**src/sv/bkre_pkg.sv**
```systemverilog
package bkre_pkg;

  // Fixed report layout
  localparam int IN_SLOTS = 6;
  localparam int MOD_BITS = 8;
  localparam logic [7:0] MOD_USAGE_BASE = 8'hE0;
  localparam logic [7:0] RESERVED_MAX = 8'd3;

  typedef struct packed {
    logic       cmd;
    logic       too_short;
    logic [7:0] modifier_bits;
    logic [7:0] key_slot_0;
    logic [7:0] key_slot_1;
    logic [7:0] key_slot_2;
    logic [7:0] key_slot_3;
    logic [7:0] key_slot_4;
    logic [7:0] key_slot_5;
  } in_t;

  typedef struct packed {
    logic [7:0] key_usage;
    logic       is_press;
    logic [7:0] current_modifiers;
    logic       last_event;
  } out_t;

  // Microprogram step addresses
  typedef logic [2:0] step_t;
  localparam step_t ST_WAIT   = 3'd0;
  localparam step_t ST_MOD    = 3'd1;
  localparam step_t ST_PRESS  = 3'd2;
  localparam step_t ST_REL    = 3'd3;
  localparam step_t ST_FLUSH  = 3'd4;
  localparam step_t ST_RESYNC = 3'd5;

  typedef enum logic [1:0] {
    SRC_MOD   = 2'd0,
    SRC_PRESS = 2'd1,
    SRC_REL   = 2'd2
  } ev_src_t;

  // One control word per step
  typedef struct packed {
    logic    accept;  // take an input transaction, branch on its kind
    logic    scan;    // walk idx over the source, loop until its last element
    ev_src_t src;     // what the scan compares
    logic    flush;   // drain the pending event as last, then commit state
    logic    resync;  // clear history
    step_t   next;    // fall-through target
  } uword_t;

  // Sequencer <-> event buffer
  typedef struct packed {
    logic push;
    logic flush;
  } evq_ctl_t;

  function automatic uword_t ucode_rom(step_t s);
    uword_t w;
    w = '{accept: 1'b0, scan: 1'b0, src: SRC_MOD, flush: 1'b0, resync: 1'b0,
          next: ST_WAIT};
    unique case (s)
      ST_WAIT:   begin w.accept = 1'b1; w.next = ST_MOD; end
      ST_MOD:    begin w.scan = 1'b1; w.src = SRC_MOD;   w.next = ST_PRESS; end
      ST_PRESS:  begin w.scan = 1'b1; w.src = SRC_PRESS; w.next = ST_REL; end
      ST_REL:    begin w.scan = 1'b1; w.src = SRC_REL;   w.next = ST_FLUSH; end
      ST_FLUSH:  begin w.flush = 1'b1;  w.next = ST_WAIT; end
      ST_RESYNC: begin w.resync = 1'b1; w.next = ST_WAIT; end
      default:   w.next = ST_WAIT;
    endcase
    return w;
  endfunction

endpackage

```
**src/sv/bkre_evq.sv**
```systemverilog
module bkre_evq import bkre_pkg::*; (
  input  logic     clk,
  input  logic     rst_n,
  input  evq_ctl_t ctl,
  input  out_t     ev,
  output logic     take_ok,
  output logic     out_valid,
  input  logic     out_ready,
  output out_t     out_data
);

  logic pend_v_r, pend_v_nxt;
  out_t pend_r, pend_nxt;
  logic out_v_r, out_v_nxt;
  out_t out_r, out_nxt;
  logic out_free;

  assign out_free  = !out_v_r || out_ready;
  assign take_ok   = !pend_v_r || out_free;
  assign out_valid = out_v_r;
  assign out_data  = out_r;

  // Hold one event back so the final one of a report can be tagged
  always_comb begin
    pend_v_nxt = pend_v_r;
    pend_nxt   = pend_r;
    out_v_nxt  = out_v_r;
    out_nxt    = out_r;
    if (out_v_r && out_ready) begin
      out_v_nxt = 1'b0;
    end
    if (pend_v_r && out_free && (ctl.push || ctl.flush)) begin
      out_v_nxt           = 1'b1;
      out_nxt             = pend_r;
      out_nxt.last_event  = ctl.flush;
      pend_v_nxt          = 1'b0;
    end
    if (ctl.push && take_ok) begin
      pend_v_nxt = 1'b1;
      pend_nxt   = ev;
    end
  end

  always_ff @(posedge clk) begin
    if (!rst_n) begin
      pend_v_r <= 1'b0;
      out_v_r  <= 1'b0;
    end else begin
      pend_v_r <= pend_v_nxt;
      out_v_r  <= out_v_nxt;
    end
    pend_r <= pend_nxt;
    out_r  <= out_nxt;
  end

endmodule

```
**src/sv/boot_keyboard_report_to_key_events.sv**
```systemverilog
// Boot keyboard report differ.
// Input channel (in_valid/in_ready, in_data): one transaction is a boot
// keyboard report or a resync command. Output channel (out_valid/out_ready,
// out_data): key events, modifier changes first, then presses, then
// releases; last_event marks the final event of a report.
// A microcoded sequencer walks the modifier bits and the key slots one per
// cycle unless a stalled receiver holds it; a full report runs one accept
// step, eight modifier steps, KEY_SLOTS press steps, KEY_SLOTS release steps
// and one drain/commit step before the next report can be taken. A resync
// runs the accept and resync steps, a short report only the accept step, the
// first report after reset or resync the accept and drain/commit steps.
// Events leave through a one-deep hold stage and an output register: an
// event is held until the next one is found or the drain step runs.
// Reset: history cleared, next report is silent, both channels empty.
// A stalled receiver backs up into the sequencer, which holds its step
// until the event can move; nothing is dropped.
module boot_keyboard_report_to_key_events import bkre_pkg::*; #(
  parameter int KEY_SLOTS = 6
) (
  input  logic clk,
  input  logic rst_n,
  input  logic in_valid,
  output logic in_ready,
  input  in_t  in_data,
  output logic out_valid,
  input  logic out_ready,
  output out_t out_data
);

  localparam int IDX_W  = (KEY_SLOTS > MOD_BITS) ? $clog2(KEY_SLOTS) : 3;
  localparam int SLOT_W = (KEY_SLOTS > 1) ? $clog2(KEY_SLOTS) : 1;

  step_t              step_r;
  logic [IDX_W-1:0]   idx_r;
  logic               awaiting_r;
  logic [7:0]         cur_mods_r, prev_mods_r;
  logic [7:0]         cur_keys_r  [KEY_SLOTS];
  logic [7:0]         prev_keys_r [KEY_SLOTS];
  logic [7:0]         in_keys     [KEY_SLOTS];

  uword_t             uw;
  logic               accept;
  logic [SLOT_W-1:0]  slot;
  logic [2:0]         bit_sel;
  logic [7:0]         a_key;
  logic [KEY_SLOTS-1:0] match;
  logic               present;
  logic               cand;
  logic               take_ok;
  logic               stall;
  logic [IDX_W-1:0]   limit;
  logic               at_end;
  evq_ctl_t           evq_ctl;
  out_t               ev;

  assign uw       = ucode_rom(step_r);
  assign in_ready = uw.accept;
  assign accept   = in_valid && uw.accept;

  // Map input slots onto the configured slot count; extra slots read as zero
  for (genvar i = 0; i < KEY_SLOTS; i++) begin : g_slot
    if (i == 0)      begin : g0 assign in_keys[i] = in_data.key_slot_0; end
    else if (i == 1) begin : g1 assign in_keys[i] = in_data.key_slot_1; end
    else if (i == 2) begin : g2 assign in_keys[i] = in_data.key_slot_2; end
    else if (i == 3) begin : g3 assign in_keys[i] = in_data.key_slot_3; end
    else if (i == 4) begin : g4 assign in_keys[i] = in_data.key_slot_4; end
    else if (i == 5) begin : g5 assign in_keys[i] = in_data.key_slot_5; end
    else             begin : gz assign in_keys[i] = 8'd0; end
  end

  // Select the element under test and search the other report for it
  assign slot    = idx_r[SLOT_W-1:0];
  assign bit_sel = idx_r[2:0];
  assign a_key   = (uw.src == SRC_PRESS) ? cur_keys_r[slot] : prev_keys_r[slot];

  always_comb begin
    for (int j = 0; j < KEY_SLOTS; j++) begin
      match[j] = ((uw.src == SRC_PRESS) ? prev_keys_r[j] : cur_keys_r[j]) == a_key;
    end
  end
  assign present = |match;

  always_comb begin
    ev.current_modifiers = cur_mods_r;
    ev.last_event        = 1'b0;
    if (uw.src == SRC_MOD) begin
      cand          = uw.scan && (cur_mods_r[bit_sel] != prev_mods_r[bit_sel]);
      ev.key_usage  = MOD_USAGE_BASE + {5'd0, bit_sel};
      ev.is_press   = cur_mods_r[bit_sel];
    end else begin
      cand          = uw.scan && (a_key > RESERVED_MAX) && !present;
      ev.key_usage  = a_key;
      ev.is_press   = (uw.src == SRC_PRESS);
    end
  end

  assign stall         = cand && !take_ok;
  assign limit         = (uw.src == SRC_MOD) ? IDX_W'(MOD_BITS - 1) : IDX_W'(KEY_SLOTS - 1);
  assign at_end        = (idx_r == limit);
  assign evq_ctl.push  = cand;
  assign evq_ctl.flush = uw.flush;

  // Step counter, loop index and history
  always_ff @(posedge clk) begin
    if (!rst_n) begin
      step_r      <= ST_WAIT;
      idx_r       <= '0;
      awaiting_r  <= 1'b1;
      prev_mods_r <= 8'd0;
      for (int j = 0; j < KEY_SLOTS; j++) prev_keys_r[j] <= 8'd0;
    end else begin
      if (accept) begin
        idx_r <= '0;
        priority if (in_data.cmd)       step_r <= ST_RESYNC;
        else if (in_data.too_short)     step_r <= ST_WAIT;
        else if (awaiting_r)            step_r <= ST_FLUSH;
        else                            step_r <= uw.next;
      end else if (uw.scan && !stall) begin
        if (at_end) begin
          idx_r  <= '0;
          step_r <= uw.next;
        end else begin
          idx_r <= idx_r + IDX_W'(1);
        end
      end else if (uw.flush && take_ok) begin
        prev_mods_r <= cur_mods_r;
        for (int j = 0; j < KEY_SLOTS; j++) prev_keys_r[j] <= cur_keys_r[j];
        awaiting_r  <= 1'b0;
        step_r      <= uw.next;
      end else if (uw.resync) begin
        prev_mods_r <= 8'd0;
        for (int j = 0; j < KEY_SLOTS; j++) prev_keys_r[j] <= 8'd0;
        awaiting_r  <= 1'b1;
        step_r      <= uw.next;
      end else if (!uw.accept && !uw.scan && !uw.flush) begin
        step_r <= ST_WAIT;
      end
    end
  end

  // Latch the current report
  always_ff @(posedge clk) begin
    if (accept) begin
      cur_mods_r <= in_data.modifier_bits;
      for (int j = 0; j < KEY_SLOTS; j++) cur_keys_r[j] <= in_keys[j];
    end
  end

  bkre_evq u_evq (
    .clk       (clk),
    .rst_n     (rst_n),
    .ctl       (evq_ctl),
    .ev        (ev),
    .take_ok   (take_ok),
    .out_valid (out_valid),
    .out_ready (out_ready),
    .out_data  (out_data)
  );

  a_resync_branch: assert property (@(posedge clk) disable iff (!rst_n)
    (in_valid && in_ready && in_data.cmd) |=> (step_r == ST_RESYNC))
    else $error("resync command did not branch to the resync step");

  a_silent_first: assert property (@(posedge clk) disable iff (!rst_n)
    uw.scan |-> !awaiting_r)
    else $error("scan running while history is not yet recorded");

  a_idx_bound: assert property (@(posedge clk) disable iff (!rst_n)
    uw.scan |-> (idx_r <= limit))
    else $error("scan index past the end of its source");

  a_stall_hold: assert property (@(posedge clk) disable iff (!rst_n)
    stall |=> ($stable(step_r) && $stable(idx_r)))
    else $error("sequencer advanced while the event buffer was full");

endmodule

```
**config.mk**
```make
export PLATFORM = sky130hd
export DESIGN_NAME = boot_keyboard_report_to_key_events
export DESIGN_NICKNAME = d
export VERILOG_FILES = /design/src/sv/bkre_pkg.sv /design/src/sv/bkre_evq.sv /design/src/sv/boot_keyboard_report_to_key_events.sv
export SDC_FILE = /design/constraint.sdc
export NUM_CORES = 1
export LEC_CHECK = 0
export ABC_AREA = 1
export CELL_PAD_IN_SITES_DETAIL_PLACEMENT = 0
export CELL_PAD_IN_SITES_GLOBAL_PLACEMENT = 2
export CORE_ASPECT_RATIO = 0.6
export CORE_MARGIN = 2
export CORE_UTILIZATION = 40
export CTS_BUF_LIST = sky130_fd_sc_hd__clkbuf_4
export DETAILED_ROUTE_END_ITERATION = 8
export DONT_BUFFER_PORTS = 1
export GPL_ROUTABILITY_DRIVEN = 0
export GPL_TIMING_DRIVEN = 0
export PLACE_DENSITY = 0.83
export SLEW_MARGIN = 25
export SYNTH_ARGS = -nofsm -noshare
export SYNTH_HDL_FRONTEND = slang
export SYNTH_SLANG_ARGS = --single-unit
```
**constraint.sdc**
```tcl
create_clock -name clk -period 2.95 [get_ports clk]
set_clock_uncertainty 0.1 [all_clocks]
set_input_delay 0.1475 -clock clk [delete_from_list [all_inputs] [get_ports clk]]
set_output_delay 0.1475 -clock clk [all_outputs]
set_load 0.05 [all_outputs]
```
==> results.json, run 1 <==
{
  "synth_top_area_share": 0.498,
  "relSlewSlack": 0.387,
  "p_seq_frac": 0.296,
  "antenna_found_initial": 0,
  "cp.required_ns": 3.23,
  "yosys_warnings": 0,
  "regArea_um2": 4590,
  "n_antenna_cell": 0,
  "layout_setup_ws_ns": -0.157,
  "grt_util_met2": 0.357,
  "critical_path_class": "flip-flop to flip-flop",
  "synth_area_leaders": "edfxtp_1 50%, nand2_1 15%, inv_1 5.7%, dfxtp_1 4.8%, nor2_1 4.3%",
  "synth_cell_types": 29,
  "synthFlopType": "edfxtp_1",
  "cpMaxStageDelayCell": "dfxtp_2",
  "ant_nets": 0,
  "fin_area_um2": 11300,
  "synth_seq_area_share": 0.546,
  "internal-power_mw": 6.74,
  "p_clk_frac": 0.118,
  "ios": 82,
  "end_kind": "flip-flop",
  "dieHeight_um": 116,
  "finish.net_count": 1203,
  "hp-class": "input pin to flip-flop",
  "die-area_um2": 22200,
  "grt_overflow_total": 0,
  "use_met1": 0.416,
  "cpPeakStageDelay_ns": 0.35,
  "first_pass_iters": 6,
  "io_buffers": 0,
  "failed_checks": "negative setup slack",
  "grt_use_met3": 0.0574,
  "ir_drop_v": 0.000477,
  "cts_made_buffers": 17,
  "rows": 40,
  "finalHoldViolations": 0,
  "cp.arrival_ns": 3.39,
  "place_area_um2": 8760,
  "syn_inst": 995,
  "synth-seq-cells": 159,
  "rrSetupSlack_ns": -0.16,
  "r2r_end": "u_evq.out_data[14]",
  "setup_viol": 36,
  "slew_viol_final": 0,
  "cpMostUsedCell": "nand2_2",
  "wl_um": 28700,
  "period_share": 1.05,
  "cellPowerDensity_nw_per_um2": 1140,
  "drive_gt1_frac": 0.276,
  "top_usage_layer": "met1",
  "area_delta_synth_final_pct": 34.7,
  "grt_pass1_wl_um": 41200,
  "tightestPinTransition_ns": 0.920,
  "synth_edf_count": 139,
  "layout_min_cycle_time_ns": 3.11,
  "clk_pin_slew_ns": 0.16,
  "multiInputGateArea_um2": 3750,
  "worstSetupStartpointType": "flip-flop",
  "clockRootBuffer": "clkbuf_4",
  "synth_area_per_cell_um2": 8.43,
  "groute.usage.overall": 0.261,
  "drc": 0,
  "max_freq_mhz": 322,
  "die_x_um": 191,
  "start_util": 0.414,
  "path_cells": "buf_8, buf_12, buf_8, nand2_2, nand2_2, a21oi_4, nand2_4, nand2_8, xor2_2, nor2_2, nand2_2, nor2_4, nor2_1, nand2_1, nand2_4, o21ai_2, inv_1, nand2_2, clkinvlp_4, buf_6, buf_12",
  "clk_latency_ns": 0.61,
  "routed-via-count": 7252,
  "grt_setup_unrepaired": "yes",
  "r2r_cells": 21,
  "syn-num-nets": 1058,
  "yosys.area.top_type": "edfxtp_1",
  "syn_area_um2": 8380,
  "grt_pass1_vias": 6699,
  "core_um2": 20300,
  "via_per_inst": 5.09,
  "routedWlPerCell_um": 20.1,
  "clock-sinks": 159,
  "nFillCells": 1878,
  "cts_tree": "yes",
  "cts.path.max_buffers": 2,
  "crit_end": "u_evq.out_data[14]",
  "drtIter0Drc": 732,
  "worst-path-max-fanout": 8,
  "grt_max_degree": 41,
  "power_mw": 12.8,
  "switching_share": 0.474,
  "synth_async_sr_flop_share": 0,
  "combPwrFrac": 0.586,
  "status": "finished, violations left",
  "p_leak_nw": 4.83,
  "switchingPower_mw": 6.08,
  "hpwlAfterDp_um": 19200,
  "cap_violations": 0,
  "htreeDepth": 4
}
-- registers in the layout, indices dropped and copies added (netlist names), named ones only --
name             cells
cur_keys_r          48
prev_keys_r         48
u_evq.out_data      18
u_evq.pend_r        17
cur_mods_r           8
prev_mods_r          8
bit_sel              3
step_r               3
awaiting_r           1
u_evq.out_valid      1
u_evq.pend_v_r       1
-- metrics by stage --
| stage | worst slack, ns | setup TNS [ns] | hold slack, ns | cells | utilization |
|---|---|---|---|---|---|
| global placement | -0.892 | -96.74 | 0.146 | 1268 | 0.431 |
| finish | -0.157 | -2.73 | 0.0511 | 1426 | 0.557 |
| floorplan | 0.00736 | 0 | 0.146 | 995 | - |
| global route | -0.257 | -7.15 | 0.00621 | 1426 | 0.557 |
| CTS | -0.174 | -2.00 | 0.0103 | 1398 | 0.514 |
| detailed placement | -0.943 | -45.72 | 0.146 | 1269 | 0.432 |
-- layout make-up --
class	count	area share
tap	273	0.0303
timing repair inverter	1	0.000443
inverter	136	0.0502
sequential	159	0.406
buffer	35	0.0367
clock buffer	18	0.0120
multi-input combinational	666	0.332
clock inverter	14	0.0160
timing repair buffer	124	0.116
-- routing by layer --
metal  up-vias  routed length [µm]
met3        24                2510
met4         0                 314
li1       3521                   -
met2       279               11200
met5         -                   0
met1      3428               14700
-- synthesized netlist by cell type, drive strengths merged, types with 2 or more instances --
cell    instances
buf            27
inv           134
nor2           95
xor2            4
edfxtp        139
clkbuf          8
nor3            2
o22ai           4
o21ai          75
clkinv          2
nand2         353
nand3          63
a211oi          2
dfxtp          20
a21oi          36
nand3b         28
-- worst max-delay path: cells and delay by family, from the launching register on --
family	cells	cell delay, ns
AO/OA/AOI/OAI	2	0.37
XOR/XNOR	1	0.08
buffers and inverters	7	0.89
flip-flops	1	0.35
AND/OR/NAND/NOR	11	1.08
-- cell families after synthesis --
| kind of cell | count (synthesis) | share of synthesized area |
|---|---|---|
| buffers and inverters | 171 | 0.0897 |
| and+or+nand+nor | 541 | 0.279 |
| adders and majority gates | 1 | 0.00149 |
| AOI/OAI and AO/OA | 118 | 0.0794 |
| DFF | 159 | 0.546 |
| xor gates and xnor gates | 5 | 0.00522 |
-- worst min path at each step --
stage / from / to / slack [ns] / depth (start not counted)
after floorplan: in_data[40] / cur_keys_r[0][0] / 0.15 / 0
final: in_data[25] / cur_keys_r[2][1] / 0.05 / 1
after CTS: in_data[25] / cur_keys_r[2][1] / 0.01 / 1
after detailed placement: in_data[22] / cur_keys_r[3][6] / 0.15 / 0
after global placement: in_data[5] / cur_keys_r[5][5] / 0.15 / 0
after global routing: in_data[41] / cur_keys_r[0][1] / 0.006 / 1
-- layout by cell type, fill, tap and decap left out, types with 3 or more instances in the layout --
cell / count
nand2_1: 247
edfxtp_1: 139
inv_1: 120
nor2_1: 84
nand2_2: 72
dlygate4sd3_1: 61
nand3_1: 46
buf_4: 46
o21ai_1: 36
nand3b_1: 28
o21ai_0: 26
nand2_4: 25
buf_6: 21
a21oi_1: 19
clkbuf_4: 18
nand3_2: 17
dfxtp_1: 16
buf_12: 13
o21ai_2: 12
a21oi_2: 11
nand2_8: 10
nor2_2: 8
clkinvlp_4: 7
a21oi_4: 6
inv_6: 5
buf_8: 4
inv_2: 4
xor2_2: 4
clkbuf_2: 4
o22ai_1: 4
clkinv_4: 3
nor2_4: 3
inv_8: 3
clkbuf_1: 3
bufinv_16: 3
clkbuf_16: 3
dfxtp_4: 3
-- what timing repair did --
item | 4_1_cts | 5_1_grt
gates cloned | 5 | 5
hold endpoints to repair | 85 | 0
hold buffers | 61 | 0
setup buffers | 31 | 24
setup endpoints to repair | 122 | 128
pin swaps | 15 | 56
gates resized for setup | 102 | 169
-- power groups by stage --
stage / Sequential [mW] / Combinational [mW] / Clock (mW)
finish: 3.80 / 7.51 / 1.51
global route: 3.87 / 8.14 / 1.62
CTS: 3.78 / 6.02 / 1.53
detailed placement: 3.83 / 5.01 / 0
global placement: 3.82 / 4.99 / 0
floorplan: 3.69 / 3.51 / 0
(Power assumes the default switching activity.)
==> run 2, diff against run 1 <==
CORE_MARGIN = default   (was 2)
clock period = 3.57 ns   (was 2.95 ns; I/O delays follow)
==> run 2 against run 1 <==
  * Die area fell by 2.8%
  * Sequential cell count did not move
  * Final cell count fell by 4.0%
  * First-iteration DRC count down 5.7%
  * Via count shrank 4.0%
  * Sequential share of layout area is 6.2 points higher
  * Core utilization shrank 7.5 points
  * Routed wire length fell by 8.1%
  * Sequential power fell by 18%
  * Combinational power decreased by 41%
  * Maximum frequency shrank 8.9%
  * Largest power group unchanged
  * Count of clock-buffer cells in the layout shrank 1
  * The run now ends clean
==> results.json, run 2 (synthesis results as in run 1) <==
{
  "ir_drop_v": 0.000366,
  "groute.usage.overall": 0.255,
  "period_share": 0.956,
  "layout_min_cycle_time_ns": 3.41,
  "clk_pin_slew_ns": 0.17,
  "critical_path_class": "flip-flop to flip-flop",
  "hp-class": "input pin to flip-flop",
  "fin_area_um2": 9770,
  "clockRootBuffer": "clkbuf_4",
  "antenna_found_initial": 0,
  "worst-path-max-fanout": 18,
  "start_util": 0.414,
  "via_per_inst": 5.08,
  "routed-via-count": 6960,
  "cp.required_ns": 3.86,
  "io_buffers": 0,
  "mostFrequentLayoutCell": "nand2_1",
  "hold_depth": 1,
  "wl_um": 26400,
  "cts_tree": "yes",
  "r2r_end": "u_evq.out_data[14]",
  "min_to": "cur_keys_r[3][7]",
  "cap_violations": 0,
  "die-area_um2": 21600,
  "wl_met1_um": 14100,
  "final_cell_mix": "322 x nand2_1, 139 x edfxtp_1, 124 x inv_1",
  "final_cell_count_no_fill": 1369,
  "wl_met3_um": 2020,
  "max_freq_mhz": 293,
  "drtIter0Drc": 690,
  "placed_cells": 1269,
  "hpwlAfterDp_um": 18900,
  "worstSetupStartpointType": "flip-flop",
  "core_um2": 20300,
  "htreeDepth": 4,
  "grt_overflow_total": 0,
  "routed.top_layer": "met4",
  "grt_setup_unrepaired": "no",
  "place_area_um2": 8750,
  "n_antenna_cell": 0,
  "r2r_cells": 20,
  "clock-sinks": 159,
  "cts.path.max_buffers": 2,
  "grt_max_degree": 41,
  "ant_nets": 0,
  "end_kind": "flip-flop",
  "p_leak_nw": 4.26,
  "status": "completed",
  "drive_gt1_frac": 0.119,
  "finish.net_count": 1146,
  "cellPowerDensity_nw_per_um2": 888,
  "clk_latency_ns": 0.63,
  "routed-wl-met2_um": 10000,
  "relSlewSlack": 0.364,
  "finalHoldViolations": 0,
  "grt_pass1_wl_um": 39100,
  "first_pass_iters": 5,
  "holdCritStartpoint": "in_data[23]",
  "cp.arrival_ns": 3.70,
  "slew_viol_final": 0,
  "rrSetupSlack_ns": 0.16,
  "tightestPinTransition_ns": 0.954,
  "fin_setup_tns_ns": 0,
  "area_delta_synth_final_pct": 16.5,
  "routedWlPerCell_um": 19.3,
  "setup_viol": 0,
  "die_x_um": 189,
  "ios": 82,
  "dieHeight_um": 114,
  "cts_made_buffers": 17,
  "grt_pass1_vias": 6223,
  "rows": 40,
  "drc": 0
}
run 2: timing repair:
action	in CTS	in global routing
pin swaps	0	3
endpoints found under the hold margin	76	0
setup endpoints to repair	35	45
gates resized for setup	4	21
setup buffers	3	3
hold buffers	62	0
gates cloned	0	0
run 2: metal layers:
metal / track usage / up-vias
met3: 0.0533 / 24
met5: 0 / -
li1: - / 3402
met2: 0.327 / 251
met4: 0.0543 / 0
met1: 0.422 / 3283
run 2: cell type report:
cell class | instances | area (µm²)
fillers | 2025 | 10500
flip-flops and latches | 159 | 4580
plain buffers | 35 | 267
clock inverters | 15 | 139
well taps | 273 | 342
inverters | 136 | 527
multi-input cells | 665 | 3080
clock buffers | 17 | 128
repair buffers | 69 | 711
run 2: worst max-delay path: stages, from the launching register on:
cell and delay [ns]:
dfxtp_1 0.35, clkbuf_4 0.19, buf_8 0.17, buf_4 0.20
o21ai_0 0.15, a21oi_2 0.29, nand2_2 0.17, nand2_4 0.16
buf_4 0.14, nand2_1 0.04, nor3_1 0.20, nor2_1 0.10
nand2_1 0.08, nor2_1 0.04, nand2_1 0.08, nand2_2 0.10
o21ai_2 0.14, inv_1 0.05, nand2_1 0.12, clkinvlp_4 0.11
buf_12 0.16
run 2: how the worst max path moves through the flow:
stage	endpoint	slack (ns)	from	depth (start not counted)
finish	u_evq.out_data[14]	0.16	flip-flop	20
global route	u_evq.out_data[11]	0.01	flip-flop	19
CTS	u_evq.out_data[14]	0.04	flip-flop	23
detailed placement	u_evq.out_data[9]	-0.36	flip-flop	20
global placement	step_r[2]	-0.76	step_r[0]	9
floorplan	step_r[0]	0.12	step_r[0]	11
run 2: metrics by stage:
step	utilization	worst slack (ns)	power [mW]	hold slack [ns]
5_1_grt	0.482	0.0126	9.29	0.0334
3_5_place_dp	0.432	-0.357	7.30	0.177
4_1_cts	0.479	0.0424	8.52	0.0206
2_1_floorplan	-	0.121	5.95	0.177
3_3_place_gp	0.430	-0.759	7.29	0.177
6_report	0.482	0.158	8.67	0.0634
run 2: power breakdown:
part	total, mW	internal, mW	switching, mW	leakage, nW
sequential	3.12	2.73	0.395	1.51
combinational	4.45	1.37	3.08	2.61
clock	1.10	0.308	0.794	0.139
total	8.67	4.40	4.27	4.26
